## src/hdl/clr_pkg.sv

```systemverilog
// ----------------------------------------------------------------------------
// clr_pkg
// types, command table and character constants for the command line recognizer
// ----------------------------------------------------------------------------
package clr_pkg;

  localparam int unsigned NumCmds  = 14;
  localparam int unsigned WordBits = 128;

  localparam logic [7:0]  Colon     = 8'h3A;
  localparam logic [7:0]  Cr        = 8'h0D;
  localparam logic [7:0]  Lf        = 8'h0A;
  localparam logic [31:0] AsciiZero = 32'd48;

  // commands that take a decimal argument after the colon
  localparam logic [NumCmds-1:0] CmdHasColon = 14'b00110110000111;

  typedef struct packed {
    logic [7:0] byte_value;
    logic       frame_end;
  } clr_in_t;

  typedef struct packed {
    logic        matched;
    logic [3:0]  command_index;
    logic [31:0] argument;
  } clr_out_t;

  typedef struct packed {
    logic [4:0]         position;
    logic [NumCmds-1:0] alive_mask;
    logic               hit_flag;
    logic [3:0]         hit_index;
    logic               in_argument;
    logic               argument_done;
    logic [31:0]        accumulator;
  } clr_state_t;

  localparam clr_state_t StateReset = '{
    position:      '0,
    alive_mask:    '1,
    hit_flag:      1'b0,
    hit_index:     '0,
    in_argument:   1'b0,
    argument_done: 1'b0,
    accumulator:   '0
  };

  // command text without the trailing cr lf, ascii bytes, right aligned
  function automatic logic [WordBits-1:0] cmd_word(input logic [3:0] idx);
    case (idx)
      4'd0:    return WordBits'(72'h7365745f74696d653a);
      4'd1:    return WordBits'(72'h7365745f646174653a);
      4'd2:    return WordBits'(64'h636f6e6e6563743a);
      4'd3:    return WordBits'(64'h6765745f74696d65);
      4'd4:    return WordBits'(64'h6765745f64617461);
      4'd5:    return WordBits'(72'h63616c696272617465);
      4'd6:    return WordBits'(112'h656e645f636f6e6e656374696f6e);
      4'd7:    return WordBits'(120'h7365745f66697273745f706173733a);
      4'd8:    return WordBits'(128'h7365745f7365636f6e645f706173733a);
      4'd9:    return WordBits'(96'h72657365745f6d6574657273);
      4'd10:   return WordBits'(104'h7365745f6461796c696768743a);
      4'd11:   return WordBits'(128'h6368616e67655f6461796c696768743a);
      4'd12:   return WordBits'(120'h6765745f6576656e745f6e6f746573);
      4'd13:   return WordBits'(96'h6765745f7465725f64617461);
      default: return '0;
    endcase
  endfunction

  function automatic logic [4:0] cmd_len(input logic [3:0] idx);
    case (idx)
      4'd0:    return 5'd9;
      4'd1:    return 5'd9;
      4'd2:    return 5'd8;
      4'd3:    return 5'd8;
      4'd4:    return 5'd8;
      4'd5:    return 5'd9;
      4'd6:    return 5'd14;
      4'd7:    return 5'd15;
      4'd8:    return 5'd16;
      4'd9:    return 5'd12;
      4'd10:   return 5'd13;
      4'd11:   return 5'd16;
      4'd12:   return 5'd15;
      4'd13:   return 5'd12;
      default: return 5'd0;
    endcase
  endfunction

  // byte of the full command line at a position, zero past its end
  function automatic logic [7:0] cmd_char(input logic [3:0] idx, input logic [4:0] pos);
    logic [4:0]          len;
    logic [WordBits-1:0] word;
    logic [4:0]          diff;
    logic [6:0]          sh;
    len  = cmd_len(idx);
    word = cmd_word(idx);
    diff = len - 5'd1 - pos;
    sh   = {diff[3:0], 3'b000};
    if (pos < len) begin
      return word[sh +: 8];
    end else if (pos == len) begin
      return Cr;
    end else if (pos == len + 5'd1) begin
      return Lf;
    end else begin
      return 8'h00;
    end
  endfunction

endpackage

```

## src/hdl/clr_matcher.sv

```systemverilog
// ----------------------------------------------------------------------------
// clr_matcher
// next line state and frame result for one received byte
// ----------------------------------------------------------------------------
module clr_matcher (
  input  clr_pkg::clr_state_t cur_i,
  input  logic [7:0]          byte_i,
  output clr_pkg::clr_state_t nxt_o,
  output clr_pkg::clr_out_t   res_o
);

  logic [clr_pkg::NumCmds-1:0] kill;
  logic [clr_pkg::NumCmds-1:0] hit;
  logic [clr_pkg::NumCmds-1:0] colon_hit;
  logic [3:0]                  low_idx;
  logic [31:0]                 acc_x10;

  for (genvar c = 0; c < clr_pkg::NumCmds; c++) begin : g_lane
    logic [7:0] ch;
    logic [4:0] len;
    logic       at_last;
    logic       alive;
    assign ch      = clr_pkg::cmd_char(4'(c), cur_i.position);
    assign len     = clr_pkg::cmd_len(4'(c));
    assign at_last = cur_i.position == len + 5'd1;
    assign alive   = cur_i.alive_mask[c];
    assign kill[c] = alive & ((ch == 8'h00) | (byte_i == clr_pkg::Colon) |
                              (byte_i != ch) | at_last);
    assign hit[c]  = alive & (ch != 8'h00) & (byte_i == ch) &
                     ((byte_i == clr_pkg::Colon) | at_last);
    assign colon_hit[c] = alive & (byte_i == clr_pkg::Colon) & (ch == clr_pkg::Colon);
  end

  assign acc_x10 = {cur_i.accumulator[28:0], 3'b000} + {cur_i.accumulator[30:0], 1'b0};

  always_comb begin
    low_idx = '0;
    for (int i = clr_pkg::NumCmds - 1; i >= 0; i--) begin
      if (hit[i]) begin
        low_idx = 4'(i);
      end
    end
  end

  always_comb begin
    nxt_o = cur_i;
    if (cur_i.in_argument && !cur_i.argument_done) begin
      if (byte_i == clr_pkg::Cr) begin
        nxt_o.argument_done = 1'b1;
      end else begin
        nxt_o.accumulator = acc_x10 + {24'd0, byte_i} - clr_pkg::AsciiZero;
      end
    end
    nxt_o.alive_mask = cur_i.alive_mask & ~kill;
    if (|colon_hit) begin
      nxt_o.in_argument = 1'b1;
    end
    if ((|hit) && (!cur_i.hit_flag || low_idx < cur_i.hit_index)) begin
      nxt_o.hit_flag  = 1'b1;
      nxt_o.hit_index = low_idx;
    end
    if (cur_i.position != 5'd31) begin
      nxt_o.position = cur_i.position + 5'd1;
    end
  end

  always_comb begin
    res_o.matched       = nxt_o.hit_flag;
    res_o.command_index = nxt_o.hit_flag ? nxt_o.hit_index : 4'd0;
    if (nxt_o.hit_flag && (nxt_o.hit_index < 4'(clr_pkg::NumCmds)) &&
        clr_pkg::CmdHasColon[nxt_o.hit_index]) begin
      res_o.argument = nxt_o.accumulator;
    end else begin
      res_o.argument = '0;
    end
  end

endmodule

```

## src/hdl/command_line_recognizer_top.sv

```systemverilog
// the result of a line is registered in the output register, or in the skid register while the output stalls
// throughput: one byte per cycle while in_stall_o is low, a line state register updated in a single pass
// a two-entry output register and skid stage keep bytes flowing while a result waits
// reset clears the line state to the start of a line and empties the output stages
// ----------------------------------------------------------------------------
// command_line_recognizer_top
// matches received line bytes against the command table and reports the command
// ----------------------------------------------------------------------------
module command_line_recognizer_top (
  input  logic               clk_i,
  input  logic               rst_ni,
  input  logic               in_valid_i,
  output logic               in_stall_o,
  input  clr_pkg::clr_in_t   in_data_i,
  output logic               out_valid_o,
  input  logic               out_stall_i,
  output clr_pkg::clr_out_t  out_data_o
);

  clr_pkg::clr_state_t state_q, state_d;
  clr_pkg::clr_out_t   res;
  clr_pkg::clr_out_t   out_q, skid_q;
  logic                out_valid_q, skid_valid_q;
  logic                in_acc, res_push, out_free;

  clr_matcher u_matcher (
    .cur_i  (state_q),
    .byte_i (in_data_i.byte_value),
    .nxt_o  (state_d),
    .res_o  (res)
  );

  assign in_stall_o  = skid_valid_q;
  assign in_acc      = in_valid_i & ~skid_valid_q;
  assign res_push    = in_acc & in_data_i.frame_end;
  assign out_free    = ~out_valid_q | ~out_stall_i;
  assign out_valid_o = out_valid_q;
  assign out_data_o  = out_q;

  always_ff @(posedge clk_i or negedge rst_ni) begin
    if (!rst_ni) begin
      state_q <= clr_pkg::StateReset;
    end else if (in_acc) begin
      state_q <= in_data_i.frame_end ? clr_pkg::StateReset : state_d;
    end
  end

  always_ff @(posedge clk_i or negedge rst_ni) begin
    if (!rst_ni) begin
      out_valid_q  <= 1'b0;
      skid_valid_q <= 1'b0;
    end else if (out_free) begin
      if (skid_valid_q) begin
        out_valid_q  <= 1'b1;
        skid_valid_q <= 1'b0;
      end else begin
        out_valid_q <= res_push;
      end
    end else if (res_push) begin
      skid_valid_q <= 1'b1;
    end
  end

  always_ff @(posedge clk_i) begin
    if (out_free) begin
      if (skid_valid_q) begin
        out_q <= skid_q;
      end else if (res_push) begin
        out_q <= res;
      end
    end else if (res_push) begin
      skid_q <= res;
    end
  end

endmodule
```

## config.mk

```make
export PLATFORM = sky130hd
export DESIGN_NAME = command_line_recognizer_top
export DESIGN_NICKNAME = d
export VERILOG_FILES = /design/src/hdl/clr_pkg.sv /design/src/hdl/clr_matcher.sv /design/src/hdl/command_line_recognizer_top.sv
export SDC_FILE = /design/constraint.sdc
export NUM_CORES = 1
export LEC_CHECK = 0
export ABC_AREA = 1
export BUFFER_PORTS_ARGS = -buffer_cell sky130_fd_sc_hd__clkbuf_2
export CAP_MARGIN = 30
export CORE_ASPECT_RATIO = 2
export CORE_MARGIN = 1
export CORE_UTILIZATION = 45
export CTS_CLUSTER_DIAMETER = 50
export DETAILED_ROUTE_END_ITERATION = 7
export MAX_ROUTING_LAYER = met4
export PLACE_DENSITY = 0.75
export RECOVER_POWER = 25
export SYNTH_ARGS = -nofsm -noshare
export SYNTH_HDL_FRONTEND = slang
export SYNTH_HIERARCHICAL = 1
export SYNTH_SLANG_ARGS = --single-unit
```

## constraint.sdc

```tcl
create_clock -name clk_i -period 4.9 [get_ports clk_i]
set_clock_uncertainty 0.2 [all_clocks]
set_input_delay 0.49 -clock clk_i [delete_from_list [all_inputs] [get_ports clk_i]]
set_output_delay 0.49 -clock clk_i [all_outputs]
set_load 0.01 [all_outputs]
```

==> flow_summary.ini, run 1 <==
[place]
detailed_place_hpwl_mm = 42.0
routabilityCongestion = 1.07
dp_cells = 2713
port_buffers = 51
dpl_worst_slack_ps = -615
dpl_cell_area_um2 = 16400

[worst_setup_path]
end_kind = flop
r2r_setup_slack_ps = -370
r2r_start = state_q[54]
crit_path_frequent_cell = buf_4
r2r.worst_path.cells = 38
crit_arrival_ps = 5260
crit_fanout = 7
cpMaxStageDelayCell = dfrtp_2
startpoint_type = flop
crit_required_ps = 4890
crit_type = flop to flop
cpPeakStageDelay_ps = 420
r2r_end = out_data_o[30]

[clock_network]
clock-sinks = 134
cts_tree = built
clkLatencyLatePin_ps = 440
h-tree-depth = 4
clk_pin_slew_ps = 60
cts_max_path_buffers = 2
cts_root_buffer = clkbuf_16
cts-buffers-inserted = 17

[cells_and_area]
num_antenna_cells = 0
fill_cells = 2725
final_area_um2 = 18700
fin_cells = 2815
syn_to_final_growth_pct = 35.6
layout-drive-gt1-share_pct = 27.4
final_nets = 2566

[global_routing]
grt_use_met3_pct = 4.94
grt.overflow.total = 0
grt_pass1_vias = 15800
use_met1_pct = 31.5
grt_pass1_wl_mm = 84.2
grt_max_degree = 59
grt_use_met2_pct = 65.6
grt_antenna_before_repair = 0
gr-max-usage-layer = met2
grt_usage_pct = 36.5

[floorplan]
rows = 90
die_w_um = 126
die_y_um = 249
initial_core_util_pct = 45.8
io_pins = 52
core_um2 = 30100
die_area_um2 = 31300

[power]
power_density_nw_per_um2 = 262
power_frac_seq_pct = 26.0
p_leak_nw = 9.07
ir_worst_vdd_mv = 0.258
p_int_w = 0.00300
total_power_w = 0.00489
pwr-share-comb_pct = 46.8
sw_frac_of_total_pct = 38.7
power.switching_w = 0.00189
clockPowerShare_pct = 27.2

[route]
vias = 15600
routedWlPerCell_um = 19.7
antenna_left = 0
drt-pass1-iter-count = 7
via_per_inst = 5.56
drcViolationCount = 7
routed_wl_mm = 55.4
drt_iter0_drc = 1010

[timing]
hold_violations = 0
setup_viol = 66
relSlewSlack_pct = -23.1
tightest_slew_ps = 1850
slew_violations = 24
final.min_clock_period_ps = 5270
setup_slack_ps = -371
fmaxAchievable_mhz = 190
fin_crit_sh_pct = 108
rsz0062_at_grt = yes

[synth]
synthCells = 2092
synthesis.nets = 2224
synth_area_um2 = 13800
synth.distinct_cells = 66
synth_ff_type = edfxtp_1
ys_seq_elements = 134
synth_seq_area_share_pct = 27.2
avgSynthCellArea_um2 = 6.58
synth_edf_count = 74
async_reset_ff_share_pct = 44.8
ys_warn_count = 6

[outcome]
outcome = finished with violations
violations = design-rule violations, max-capacitance violations, max-slew violations, negative setup slack

[worst_hold_path]
hp-start = out_stall_i
holdPathStages = 3
hold_path.class = primary input to flop
min_to = out_valid_o

[run]
drv_cap = 1
-- worst max-delay path, delay by kind of cell, from the launching register on --
kind | cells | cell delay [ps]
buffers and inverters | 19 | 2090
AND/OR/NAND/NOR | 14 | 1570
flip-flops | 1 | 420
adder cells (fa/ha/maj) | 2 | 400
AO/OA/AOI/OAI | 3 | 350
-- synth_stat cells, types with 2 or more instances --
| cell type | number | area share (%) |
|---|---|---|
| nor4_1 | 26 | 1.2 |
| o2111ai_1 | 6 | 0.38 |
| or2_2 | 5 | 0.23 |
| inv_2 | 14 | 0.38 |
| buf_1 | 7 | 0.19 |
| o21ai_0 | 112 | 4.1 |
| nor3_1 | 30 | 1.1 |
| a31oi_1 | 5 | 0.23 |
| nand4_1 | 48 | 2.2 |
| ha_1 | 113 | 10 |
| a41oi_1 | 2 | 0.13 |
| o31ai_1 | 4 | 0.22 |
| nor2_1 | 177 | 4.8 |
| or2_1 | 4 | 0.18 |
| nand3_2 | 2 | 0.15 |
| o21bai_1 | 2 | 0.11 |
| inv_1 | 301 | 8.2 |
| nor2_2 | 31 | 1.4 |
| xnor2_1 | 9 | 0.57 |
| buf_6 | 5 | 0.41 |
| dfrtp_1 | 46 | 8.4 |
| o21a_1 | 3 | 0.16 |
| buf_4 | 10 | 0.55 |
| o21ai_2 | 2 | 0.13 |
| o21ai_1 | 10 | 0.36 |
| a2111oi_0 | 3 | 0.19 |
| nand2_2 | 7 | 0.32 |
| xor2_1 | 53 | 3.4 |
| clkinv_1 | 3 | 0.082 |
| buf_2 | 26 | 0.95 |
| clkbuf_1 | 28 | 0.76 |
| edfxtp_1 | 74 | 16 |
| nor3b_1 | 3 | 0.16 |
| fa_1 | 6 | 0.87 |
| nand3_1 | 130 | 4.7 |
| a21oi_2 | 3 | 0.19 |
| nand2_1 | 649 | 18 |
| o211ai_1 | 18 | 0.98 |
| nor2_4 | 2 | 0.16 |
| a21oi_1 | 69 | 2.5 |
| and2_1 | 2 | 0.091 |
| nand3b_1 | 5 | 0.27 |
| dfstp_2 | 14 | 2.7 |
-- routing by layer --
metal	vias up	wire, um	share of wire, %
li1	7437	-	-
met1	7294	17900	32
met2	594	28800	52
met3	322	2340	4.2
met4	0	6360	11
met5	-	0	0
-- placed cells by master (no fill, tap or decap), drive strengths merged, types with 46 or more instances in the layout --
| cell | instances |
|---|---|
| nand4 | 48 |
| inv | 318 |
| xor2 | 53 |
| clkbuf | 70 |
| nor2 | 211 |
| nand3 | 133 |
| o21ai | 125 |
| a21oi | 73 |
| ha | 113 |
| nand2 | 657 |
| buf | 347 |
| dfrtp | 46 |
| edfxtp | 74 |
-- stage by stage --
step,utilization [%],hold slack (ps),setup TNS (ps)
5_1_grt,62.1,203,-38890
3_3_place_gp,54.2,257,-27690
4_1_cts,59.6,161,-8900
2_1_floorplan,-,-5.59,0
6_report,62.1,174,-17740
3_5_place_dp,54.4,263,-35260
-- repair_timing --
action | 4_1_cts | 5_1_grt
hold buffers | 1 | 0
pin swaps | 44 | 75
cloned | 4 | 0
gates resized for setup | 150 | 157
endpoints found under the setup margin | 81 | 83
setup buffers | 43 | 24
endpoints found under the hold margin | 16 | 0
-- logic make-up (layout without fill, tap and decap cells) --
kind of cell / after synthesis / in the layout / synth area share, %
xor+xnor: 62 / 62 / 3.95
flops: 134 / 134 / 27.2
simple gates: 1129 / 1129 / 35.4
fa+ha+maj: 119 / 119 / 11.2
buf+inv: 396 / 751 / 11.6
compound gates: 252 / 252 / 10.7
-- layout make-up --
class	instances	area, um^2	area share, %
clock inverters	13	155	0.832
repair buffers	399	3130	16.8
well taps	368	460	2.47
inverters	320	1240	6.64
multi-input cells	1562	9500	50.9
clock buffers	19	433	2.32
flip-flops and latches	134	3750	20.1
-- sequential cells by signal, summed over array words and instances, names as in the netlist --
signal,cells
out_data_o,37
state_q,58
out_valid_o,1
skid_q,37
in_stall_o,1
-- how the worst max path moves through the flow --
| stage | from | to | slack, ps | depth (start not counted) |
|---|---|---|---|---|
| after floorplan | state_q[53] | out_data_o[12] | 10 | 36 |
| after global placement | state_q[54] | out_data_o[31] | -510 | 35 |
| after detailed placement | state_q[54] | out_data_o[3] | -610 | 35 |
| after CTS | state_q[54] | out_data_o[30] | -230 | 35 |
| after global routing | state_q[54] | out_data_o[18] | -680 | 37 |
| final | state_q[54] | out_data_o[30] | -370 | 38 |
-- power by group through the flow --
stage | combinational [W] | clock [W] | sequential, W
6_report | 0.00229 | 0.00133 | 0.00127
3_5_place_dp | 0.00195 | 0 | 0.00129
4_1_cts | 0.00208 | 0.00135 | 0.00127
3_3_place_gp | 0.00193 | 0 | 0.00129
5_1_grt | 0.00247 | 0.00139 | 0.00128
2_1_floorplan | 0.00106 | 0 | 0.00130
Note: power is estimated with default switching activity, not from simulation.
==> run 2, diff against run 1 <==
--- a/config.mk
+++ b/config.mk
@@ -5,7 +5,6 @@
 export SDC_FILE = /design/constraint.sdc
 export NUM_CORES = 1
 export LEC_CHECK = 0
-export ABC_AREA = 1
 export BUFFER_PORTS_ARGS = -buffer_cell sky130_fd_sc_hd__clkbuf_2
 export CAP_MARGIN = 30
 export CORE_ASPECT_RATIO = 2
==> constraint.sdc (replaced) <==
create_clock -name clk_i -period 4.8 [get_ports clk_i]
set_clock_uncertainty 0.2 [all_clocks]
set_input_delay 0.48 -clock clk_i [delete_from_list [all_inputs] [get_ports clk_i]]
set_output_delay 0.48 -clock clk_i [all_outputs]
set_load 0.01 [all_outputs]
==> flow_summary.ini, run 2 <==
[power]
power_density_nw_per_um2 = 297
p_leak_nw = 9.31
ir_worst_vdd_mv = 0.224

[clock_network]
cts-buffers-inserted = 17
cts_tree = built
clk_pin_slew_ps = 60
cts_root_buffer = clkbuf_16
clkLatencyLatePin_ps = 430
clock-sinks = 134
h-tree-depth = 4
cts_max_path_buffers = 2

[cells_and_area]
largest_register_ffs = 58
syn_to_final_growth_pct = 42.5
layout_commonest_cell = buf_4
fill_cells = 2717
layout-drive-gt1-share_pct = 43.1
final_nets = 2316
fin_util_pct = 65.1
regMostFlops = state_q
mostFrequentLayoutCells = 479 x buf_4, 119 x inv_1, 110 x nand2_1, 91 x ha_1, 85 x nor2_1

[timing]
fmaxAchievable_mhz = 161
rsz0062_at_grt = yes
relSlewSlack_pct = -12.7
setup_slack_ps = -1430
setup_viol = 76
final.min_clock_period_ps = 6230
slew_violations = 52
hold_ws_ps = 163
fin_crit_sh_pct = 130
tightest_slew_ps = 1690
hold_violations = 0

[floorplan]
initial_core_util_pct = 45.7
core_um2 = 32100
io_pins = 52
die_y_um = 257
rows = 93
die_area_um2 = 33400
die_w_um = 130

[worst_setup_path]
crit_arrival_ps = 6330
critPathTopFamily = simple AND/OR/NAND/NOR gates
critical_path_buf_inv_count = 5
cpMaxStageDelayCell = or4_4
crit_required_ps = 4900
end_kind = flop
crit_type = flop to flop
crit_path_frequent_cell = buf_4
crit_fanout = 8
startpoint_type = flop
cpPeakStageDelay_ps = 570

[synth]
synth_area_um2 = 14700
synth_ff_type = edfxtp_1
synthCells = 1694
synthMostInstantiatedCell = inv_1
synth_top_area_share_pct = 15.1
yosys.area.top_type = edfxtp_1
async_reset_ff_share_pct = 44.8
ys_warn_count = 6
synth.area.top_cells = edfxtp_1 15%, ha_1 9.6%, dfrtp_1 7.8%
synth.distinct_cells = 116
ys_seq_elements = 134
synthTopCellsByCount = 124 x inv_1, 113 x ha_1, 112 x nand2_1
synth_edf_count = 74
synth_seq_area_share_pct = 25.5
synthesis.nets = 1826
avgSynthCellArea_um2 = 8.66

[place]
detailed_place_hpwl_mm = 51.8
routabilityCongestion = 1.05
port_buffers = 51

[global_routing]
grt.overflow.total = 0
grt_usage_pct = 43.1
grt_antenna_before_repair = 4
grt_pass1_vias = 16800
grt_max_degree = 60
grt_pass1_wl_mm = 101

[route]
antenna_left = 0
drt-pass1-iter-count = 5
drcViolationCount = 0
vias = 16100
routed_wl_mm = 69.2
drt_iter0_drc = 1080
via_per_inst = 6.14
routedWlPerCell_um = 26.3

[outcome]
violations = max-capacitance violations, max-slew violations, negative setup slack
outcome = finished with violations

[worst_hold_path]
hold_path.class = primary input to flop

[run]
drv_cap = 2
## run 2: report_power, final
part / switching (W) / total (W) / internal (W)
Combinational: 0.00189 / 0.00363 / 0.00174
Sequential: 0.0000334 / 0.00131 / 0.00127
Clock: 0.000549 / 0.00129 / 0.000740
## run 2: metal layers
| metal | vias up | global-route usage, % | share of wire [%] |
|---|---|---|---|
| li1 | 7222 | - | - |
| met1 | 7762 | 38.4 | 31 |
| met2 | 736 | 72.6 | 50 |
| met3 | 421 | 9.77 | 6.1 |
| met4 | 0 | 42.2 | 12 |
| met5 | - | - | 0 |
## run 2: stage by stage
stage               total power [W]  instance area (um^2)  setup WS, ps  TNS (ps)  cells
floorplan                   0.00286                 14800         -1060    -70130   1694
global placement            0.00442                 18700         -1510   -108550   2540
detailed placement          0.00442                 18700         -1570   -112230   2541
CTS                         0.00588                 20100         -1320    -87070   2600
global route                0.00643                 20900         -1600   -108840   2628
finish                      0.00622                 20900         -1430    -96790   2628
## run 2: cells by family (layout without fill, tap and decap cells)
| group | count (synthesis) | after routing | share of synthesized area (%) |
|---|---|---|---|
| flops | 134 | 134 | 25.5 |
| fa+ha+maj | 119 | 119 | 10.5 |
| xor+xnor | 77 | 77 | 4.65 |
| simple gates | 595 | 595 | 22.7 |
| other cells | 0 | 4 | 0 |
| mux | 117 | 117 | 8.91 |
| buf+inv | 239 | 739 | 7.87 |
| compound gates | 413 | 416 | 19.9 |
## run 2: path summary, 6_finish.rpt
| kind | cells past startpoint | slack (ps) | from | to |
|---|---|---|---|---|
| min | 3 | 160 | out_stall_i | out_valid_o |
| max | 26 | -1430 | state_q[55] | out_data_o[22] |
| max in group asynchronous | 3 | 1700 | rst_ni | state_q[30] |
| max reg2reg | 26 | -1430 | state_q[55] | out_data_o[22] |
| min reg2reg | 2 | 270 | state_q[51] | state_q[51] |
| min in group asynchronous | 2 | 580 | rst_ni | state_q[57] |
## run 2: tightest hold or removal path: stages
cell,delay (ps)
clkbuf_2,120
nand2_1,100
nand2_1,70
## run 2: timing repair
item                                   CTS  global route
hold buffers                             1             0
pin swaps                               48            58
endpoints found under the hold margin    6             0
gates cloned                             3             1
buffers inserted                        23            23
setup endpoints to repair               84            87
gates resized for setup                131           115
## run 2: layout make-up
| class | instances | area, um^2 | area share (%) |
|---|---|---|---|
| tap | 427 | 534 | 2.55 |
| inverter | 130 | 512 | 2.45 |
| antenna | 4 | 10.0 | 0.0479 |
| sequential | 134 | 3740 | 17.9 |
| clock inverter | 11 | 96.3 | 0.461 |
| clock buffer | 21 | 460 | 2.20 |
| multi-input combinational | 1324 | 11000 | 52.6 |
| timing repair buffer | 577 | 4550 | 21.8 |
